**config.mk**
```make
export PLATFORM = sky130hd
export DESIGN_NAME = pli_ctrl
export DESIGN_NICKNAME = d
export VERILOG_FILES = /design/src/hdl/pli_pkg.sv /design/src/hdl/pli_ctrl.sv
export SDC_FILE = /design/constraint.sdc
export NUM_CORES = 1
export LEC_CHECK = 0
export BUFFER_PORTS_ARGS = -buffer_cell sky130_fd_sc_hd__buf_4
export CAP_MARGIN = 5
export CORE_MARGIN = 2
export CORE_UTILIZATION = 37
export CTS_BUF_LIST = sky130_fd_sc_hd__clkbuf_4 sky130_fd_sc_hd__clkbuf_8 sky130_fd_sc_hd__clkbuf_16
export DETAILED_ROUTE_END_ITERATION = 8
export PLACE_DENSITY_LB_ADDON = 0.12
export SYNTH_ARGS = -nofsm -noshare
export SYNTH_HDL_FRONTEND = slang
export SYNTH_SLANG_ARGS = --single-unit
```
**constraint.sdc**
```tcl
create_clock -name clk -period 1.4 [get_ports clk]
set_input_delay 0.21 -clock clk [delete_from_list [all_inputs] [get_ports clk]]
set_output_delay 0.21 -clock clk [all_outputs]
set_load 0.05 [all_outputs]
```
**src/hdl/pli_pkg.sv**
```systemverilog
// Package for the piecewise linear interpolator: mode and status codes,
// controller state type, datapath command/status structs. No dependencies.
package pli_pkg;

    localparam int MAX_POINTS_DEFAULT = 256;

    typedef enum logic [1:0] {
        MODE_APPEND = 2'd0,
        MODE_EVAL   = 2'd1,
        MODE_CLEAR  = 2'd2,
        MODE_NONE   = 2'd3
    } mode_t;

    typedef enum logic [1:0] {
        ST_OK             = 2'd0,
        ST_EMPTY          = 2'd1,
        ST_NOT_INCREASING = 2'd2,
        ST_FULL           = 2'd3
    } status_t;

    // source of the output word
    typedef enum logic [1:0] {
        SEL_ZERO    = 2'd0,
        SEL_LAST_Y  = 2'd1,
        SEL_FIRST_Y = 2'd2,
        SEL_INTERP  = 2'd3
    } outsel_t;

    typedef enum logic [3:0] {
        S_IDLE,
        S_LAST_RD,
        S_LAST_WAIT,
        S_FIRST_RD,
        S_FIRST_WAIT,
        S_SRCH_RD,
        S_SRCH_WAIT,
        S_LO_RD,
        S_LO_WAIT,
        S_HI_WAIT,
        S_MUL,
        S_DIV_INIT,
        S_DIV,
        S_FIN,
        S_OUT
    } state_t;

    // controller to datapath
    typedef struct packed {
        logic load_in;       // capture input word
        logic rd_last;       // read entry count-1
        logic rd_first;      // read entry 0
        logic rd_mid;        // read entry mid
        logic rd_lo;         // read entry lo
        logic rd_hi;         // read entry lo+1
        logic cap_last;      // latch last entry
        logic cap_first;     // latch first entry
        logic step_search;   // narrow search by mid data
        logic cap_lo;        // latch lo entry
        logic cap_hi;        // latch hi entry
        logic do_mul;        // form product
        logic div_start;     // set up divider
        logic div_step;      // one restoring step
        logic finish;        // form result
        logic write_pt;      // append point
        logic clear_cnt;     // empty table
        logic set_result;    // latch output word
        outsel_t out_sel;    // source of the output word
        status_t out_status;
    } pli_cmd_t;

    // datapath to controller
    typedef struct packed {
        logic count_zero;
        logic full;
        logic below_first;
        logic above_last;
        logic not_increasing;
        logic search_done;
        logic div_done;
    } pli_stat_t;

endpackage

```
**src/hdl/pli_ctrl.sv**
```systemverilog
// Controller state machine for the interpolator; issues datapath commands.
// Depends on pli_pkg.
module pli_ctrl (
    input  logic               clk,
    input  logic               rst_n,
    input  logic               in_valid,
    output logic               in_ready,
    input  logic [1:0]         mode,
    output logic               out_valid,
    input  logic               out_ready,
    output pli_pkg::pli_cmd_t  cmd,
    input  pli_pkg::pli_stat_t stat
);
    import pli_pkg::*;

    state_t state_reg, state_next;
    mode_t  mode_reg;
    logic   out_valid_reg, out_valid_next;
    logic   accept;

    assign in_ready  = (state_reg == S_IDLE) && !out_valid_reg;
    assign accept    = in_valid && in_ready;
    assign out_valid = out_valid_reg;

    always_ff @(posedge clk or negedge rst_n)
    begin
        if (!rst_n)
        begin
            state_reg     <= S_IDLE;
            out_valid_reg <= 1'b0;
        end
        else
        begin
            state_reg     <= state_next;
            out_valid_reg <= out_valid_next;
        end
    end

    always_ff @(posedge clk)
    begin
        if (accept)
        begin
            mode_reg <= mode_t'(mode);
        end
    end

    always_comb
    begin
        state_next = state_reg;
        unique case (state_reg)
            S_IDLE:       if (accept) state_next = S_LAST_RD;
            S_LAST_RD:    state_next = S_LAST_WAIT;
            S_LAST_WAIT:  state_next = (mode_reg == MODE_EVAL && !stat.count_zero)
                                       ? S_FIRST_RD : S_OUT;
            S_FIRST_RD:   state_next = S_FIRST_WAIT;
            S_FIRST_WAIT: state_next = S_SRCH_RD;
            S_SRCH_RD:
            begin
                // first x is latched by now: settle out-of-range queries here
                if (stat.below_first || stat.above_last)
                    state_next = S_OUT;
                else if (stat.search_done)
                    state_next = S_LO_RD;
                else
                    state_next = S_SRCH_WAIT;
            end
            S_SRCH_WAIT:  state_next = S_SRCH_RD;
            S_LO_RD:      state_next = S_LO_WAIT;
            S_LO_WAIT:    state_next = S_HI_WAIT;
            S_HI_WAIT:    state_next = S_MUL;
            S_MUL:        state_next = S_DIV_INIT;
            S_DIV_INIT:   state_next = S_DIV;
            S_DIV:        state_next = stat.div_done ? S_FIN : S_DIV;
            S_FIN:        state_next = S_IDLE;
            S_OUT:        state_next = S_IDLE;
            default:      state_next = S_IDLE;
        endcase
    end

    always_comb
    begin
        cmd = '0;
        cmd.out_sel    = SEL_ZERO;
        cmd.out_status = ST_OK;
        out_valid_next = out_valid_reg && !out_ready;
        unique case (state_reg)
            S_IDLE:      cmd.load_in = accept;
            S_LAST_RD:   cmd.rd_last = 1'b1;
            S_LAST_WAIT: cmd.cap_last = 1'b1;
            S_FIRST_RD:  cmd.rd_first = 1'b1;
            S_FIRST_WAIT:
            begin
                cmd.cap_first = 1'b1;
            end
            S_SRCH_RD:   cmd.rd_mid = !stat.search_done;
            S_SRCH_WAIT: cmd.step_search = 1'b1;
            S_LO_RD:     cmd.rd_lo = 1'b1;
            S_LO_WAIT:
            begin
                cmd.cap_lo = 1'b1;
                cmd.rd_hi  = 1'b1;
            end
            S_HI_WAIT:   cmd.cap_hi = 1'b1;
            S_MUL:       cmd.do_mul = 1'b1;
            S_DIV_INIT:  cmd.div_start = 1'b1;
            S_DIV:       cmd.div_step = !stat.div_done;
            S_FIN:
            begin
                cmd.set_result = 1'b1;
                cmd.out_sel    = SEL_INTERP;
                out_valid_next = 1'b1;
            end
            S_OUT:
            begin
                cmd.set_result = 1'b1;
                out_valid_next = 1'b1;
                case (mode_reg)
                    MODE_APPEND:
                    begin
                        if (stat.full)
                            cmd.out_status = ST_FULL;
                        else if (!stat.count_zero && stat.not_increasing)
                            cmd.out_status = ST_NOT_INCREASING;
                        else
                            cmd.write_pt = 1'b1;
                    end
                    MODE_EVAL:
                    begin
                        if (stat.count_zero)
                            cmd.out_status = ST_EMPTY;
                        else if (stat.below_first)
                            cmd.out_sel = SEL_FIRST_Y;
                        else
                            cmd.out_sel = SEL_LAST_Y;
                    end
                    MODE_CLEAR: cmd.clear_cnt = 1'b1;
                    default:    cmd.out_sel = SEL_ZERO;
                endcase
            end
            default: ;
        endcase
    end
endmodule

```
==> results of run 1 <==
## stage by stage
step	utilization	hold slack, ps	setup WS, ps	instance area (um2)
2_1_floorplan	-	-85.6	-305	832
3_3_place_gp	0.800	12.8	-194	1200
3_5_place_dp	0.800	15.4	-230	1200
## synthesized netlist by cell type, drive strengths merged
library cell,number
a311o,1
a32oi,1
buf,6
nor3,6
o21ai,1
nor4bb,1
a21oi,6
a21o,1
nand2b,5
dfrtp,5
a2bb2oi,1
mux2i,2
or3b,1
nor3b,1
nor2,8
edfxtp,2
nor2b,4
nand3b,1
nand4,1
conb,1
inv,5
o22ai,3
and2,2
nand2,3
o221ai,1
nor4b,2
and3b,1
or4,1
nor4,2
or3,1
## logic make-up after synthesis
group                  count (synthesis)  synth area share
and+or+nand+nor                       40             0.390
AOI/OAI and AO/OA                     15             0.170
buffers and inverters                 11            0.0901
DFF                                    7             0.310
muxes                                  2            0.0335
other                                  1           0.00628
==> summary.md, run 1 <==
| Metric | Value |
|---|---|
| Status | `stopped before the end` |
| Failing step | `clock tree synthesis` |
| First Err | `[ERROR DPL-0038] Utilization greater than 100%, impossible to legalize` |
| Placer Congestion | `0.836` |
| Mapped Nets | `89` |
| Die width | `44.2 um` |
| Distinct cells, synth | `32` |
| H-tree levels | `1` |
| Synth area leaders | `dfrtp_1 21%, edfxtp_1 10%, nand2b_1 5.2%` |
| Seq/Total Area, Yosys | `0.310` |
| HPWL Detailed | `1720 um` |
| Post-CTS Setup Bufs | `15` |
| Cells after Synth | `76` |
| Post_cts resized | `55` |
| Clock buffer depth | `2` |
| Synth top area share | `0.210` |
| Yosys reg bits | `7` |
| CTS sink count | `7` |
| Std cell rows | `14` |
| Synthesis Warnings | `0` |
| Root Buffer | `clkbuf_4` |
| Die height | `44.2 um` |
| CTS buffer count | `3` |
| Number of I/O pins | `37` |
| Placed cell count | `141` |
| Leading area contributor after synthesis | `dfrtp_1` |
| CTS Hold Bufs | `1` |
| I/O Buffers | `35` |
| Mapped Area | `597 um2` |
| Initial Utilization | `0.396` |
| Syn Area/Cell | `7.85 um2` |
==> inputs of run 2 (changes only) <==
Settings changed: CORE_AREA set to 2 2 63 65, CORE_MARGIN 2 to unset, CORE_UTILIZATION 37 to unset, CTS_BUF_LIST sky130_fd_sc_hd__clkbuf_4 sky130_fd_sc_hd__clkbuf_8 sky130_fd_sc_hd__clkbuf_16 to unset, DIE_AREA set to 0 0 65 67, PLACE_DENSITY_LB_ADDON 0.12 to 0.15.
Clock period 1.4 ns to 1.8 ns, I/O delays scaled along.
==> summary.md, run 2 <==
| Metric | Value |
|---|---|
| Final hold vios | `0` |
| H-tree levels | `1 (unchanged)` |
| R2r endpoint | `mode_reg[0]$_DFFE_PP_` |
| CTS buffer count | `3 (unchanged)` |
| GRT overflow | `0` |
| Max FFs per register | `4` |
| Commonest register cell after synthesis | `dfrtp_1 (unchanged)` |
| WS Path Type | `register to output port` |
| Fin Hold WS | `227 ps` |
| Distinct cells, synth | `32 (unchanged)` |
| Simple-gate share of the synthesized area | `0.390 (unchanged)` |
| Status | `finished with violations (was stopped before the end)` |
| Yosys reg bits | `7 (unchanged)` |
| Synthesis Warnings | `0 (unchanged)` |
| Mapped Area | `597 um2 (unchanged)` |
| Vias in the first global route | `683` |
| Commonest cells after routing, fill and taps aside | `43 x buf_4, 7 x nor2_1, 5 x a21oi_1, 5 x inv_1` |
| Initial antenna violation count | `0` |
| Placed instance area | `1030 um2 (was 1200 um2)` |
| Final setup fails | `1` |
| Most frequent cell after synthesis | `nor2_1 (unchanged)` |
| Die width | `65 um (was 44.2 um)` |
| Initial DRT Pass Iterations | `4` |
| Fillcell total | `387` |
| Initial DRC Count | `17` |
| Final antenna-violating net count | `0` |
| Hold path startpoint | `mode[0]` |
| GRT Overall Usage | `0.0897` |
| Via count | `723` |
| Seq/Total Area, Yosys | `0.310 (unchanged)` |
| Peak Freq | `0.535 GHz` |
| First-pass GRT wire length | `3130 um` |
| Placer Congestion | `0.725 (was 0.836)` |
| Share of cells above drive strength 1 | `0.561` |
| Hold Crit Depth | `1` |
| Vias per Instance | `4.23` |
| Number of antenna diodes | `0` |
| Leading area contributor after synthesis | `dfrtp_1 (unchanged)` |
| I/O Buffers | `35 (unchanged)` |
| Max IR drop VDD | `0.000947 V` |
| Post-synth EDFFs | `2 (unchanged)` |
| Area added between synthesis and finish | `95.2%` |
| Post-Synth XOR/XNOR Area | `0 (unchanged)` |
| R2R cell count | `2` |
| Largest net degree at the start of global routing | `12` |
| Slew Limit Fails | `0` |
| Main combinational cell family by area after synthesis | `simple AND/OR/NAND/NOR gates (unchanged)` |
| Wire per inst | `11.4 um` |
| Worst Skew | `0.484 ps` |
| Die Footprint | `4360 um2` |
| Crit path DAT | `1600 ps` |
| Post-synthesis compound-gate area fraction | `0.170 (unchanged)` |
| CTS tree | `done` |
| Die height | `67 um (was 44.2 um)` |
| Post-synth top cells | `8 x nor2_1, 6 x nor3_1 (unchanged)` |
| Critical Path End Type | `output port` |
| Cells after Synth | `76 (unchanged)` |
| CP required | `1530 ps` |
| Min cycle time layout | `1870 ps` |
| Mux share of post-synthesis cell area | `0.0335 (unchanged)` |
| Commonest non-fill, non-tap cell in the layout | `buf_4` |
| Leakage | `0.000523 uW` |
| Class of the worst hold path | `input port to register` |
| Power Density | `1760 nW/um2` |
| Post-detailed-routing wire length | `1950 um` |
| DR DRC count | `0` |
| RR Startpoint | `state_reg[1]$_DFFE_PN0P_` |
| Failing checks | `negative setup slack` |
| Clock buffer depth | `2 (unchanged)` |
| Mapped Nets | `89 (unchanged)` |
| Synth area leaders | `dfrtp_1 21%, edfxtp_1 10%, nand2b_1 5.2% (unchanged)` |
| R2r setup slk | `300 ps` |
| Async SR Flop Fraction | `0.714 (unchanged)` |
| Std cell rows | `22 (was 14)` |
| Type of origin of the critical path | `register` |
| # nets final | `137` |
| Worst skew pair latency | `220 ps` |
| Synth top area share | `0.210 (unchanged)` |
| CTS sink count | `7 (unchanged)` |
| Post-Synth Adder-Cell Area | `0 (unchanged)` |
| Final setup margin | `-68.9 ps` |
| Number of I/O pins | `37 (unchanged)` |
| Cell area after layout | `1160 um2` |
| Worst Path Max Fanout | `2` |
| Area of the core | `3610 um2` |
| Root Buffer | `clkbuf_8 (was clkbuf_4)` |
| HPWL Detailed | `1590 um (was 1720 um)` |
| Hold Path End | `mode_reg[0]$_DFFE_PP_` |
| RSZ-0062 raised after global routing | `true` |
| Initial Utilization | `0.166 (was 0.396)` |
| Final period util | `1.04` |
| Syn Area/Cell | `7.85 um2 (unchanged)` |
| Reg clk slew, reported paths | `40 ps` |
| Max Cap Viol | `0` |
run 2: cell counts after synthesis:
Identical to the previous run, type by type.
run 2: per-stage QoR:
stage | power [uW] | worst slack, ps | utilization | instances | setup TNS, ps
floorplan | 1260 | -195 | - | 76 | -996
global placement | 1710 | 96.7 | 0.286 | 165 | 0
detailed placement | 1720 | 82.4 | 0.286 | 165 | 0
CTS | 1960 | -94.5 | 0.308 | 170 | -174
global route | 2180 | -150 | 0.323 | 171 | -237
finish | 2050 | -68.9 | 0.323 | 171 | -68.9
run 2: final cells by class:
| type | count | area [um2] | area share |
|---|---|---|---|
| repair buffers | 49 | 402 | 0.345 |
| inverters | 5 | 18.8 | 0.0161 |
| multi-input cells | 58 | 452 | 0.388 |
| flip-flops and latches | 7 | 188 | 0.161 |
| clock buffers | 4 | 45.0 | 0.0387 |
| well taps | 48 | 60.1 | 0.0516 |
run 2: power by group:
group	leakage, uW	internal, uW	switching, uW
clock network	0.0000228	153	59.7
logic	0.000423	580	959
registers	0.0000774	233	68.9
run 2: what timing repair did:
item / CTS / global route
gates resized for setup: 6 / 9
endpoints found under the hold margin: 5 / 0
pin swaps: 1 / 1
hold buffers: 1 / 0
setup endpoints to repair: 7 / 11
setup buffers: 0 / 1
run 2: how the worst max path moves through the flow:
| stage | startpoint | end |
|---|---|---|
| global route | mode_reg[1]$_DFFE_PP_ | cmd[2] |
| global placement | stat[6] | cmd[2] |
| CTS | mode_reg[1]$_DFFE_PP_ | cmd[2] |
| floorplan | state_reg[1]$_DFFE_PN0P_ | cmd[18] |
| finish | mode_reg[1]$_DFFE_PP_ | cmd[2] |
| detailed placement | stat[6] | cmd[2] |
run 2: kinds of logic after synthesis:
family	Yosys count
and+or+nand+nor	40
DFF	7
buffers and inverters	11
other	1
muxes	2
AOI/OAI and AO/OA	15
run 2: worst max-delay path: stages (launching register included):
cell and delay, ps:
edfxtp_1 380, or3b_1 360, or3_1 320, a21oi_2 140, buf_6 170
run 2: layer usage:
layer | wire [um] | part of all wire | track usage
met5 | 0 | 0 | 0
met4 | 0 | 0 | 0.0160
met3 | 105 | 0.054 | 0.00845
met2 | 885 | 0.45 | 0.140
met1 | 962 | 0.49 | 0.133
(Power assumes the default switching activity.)
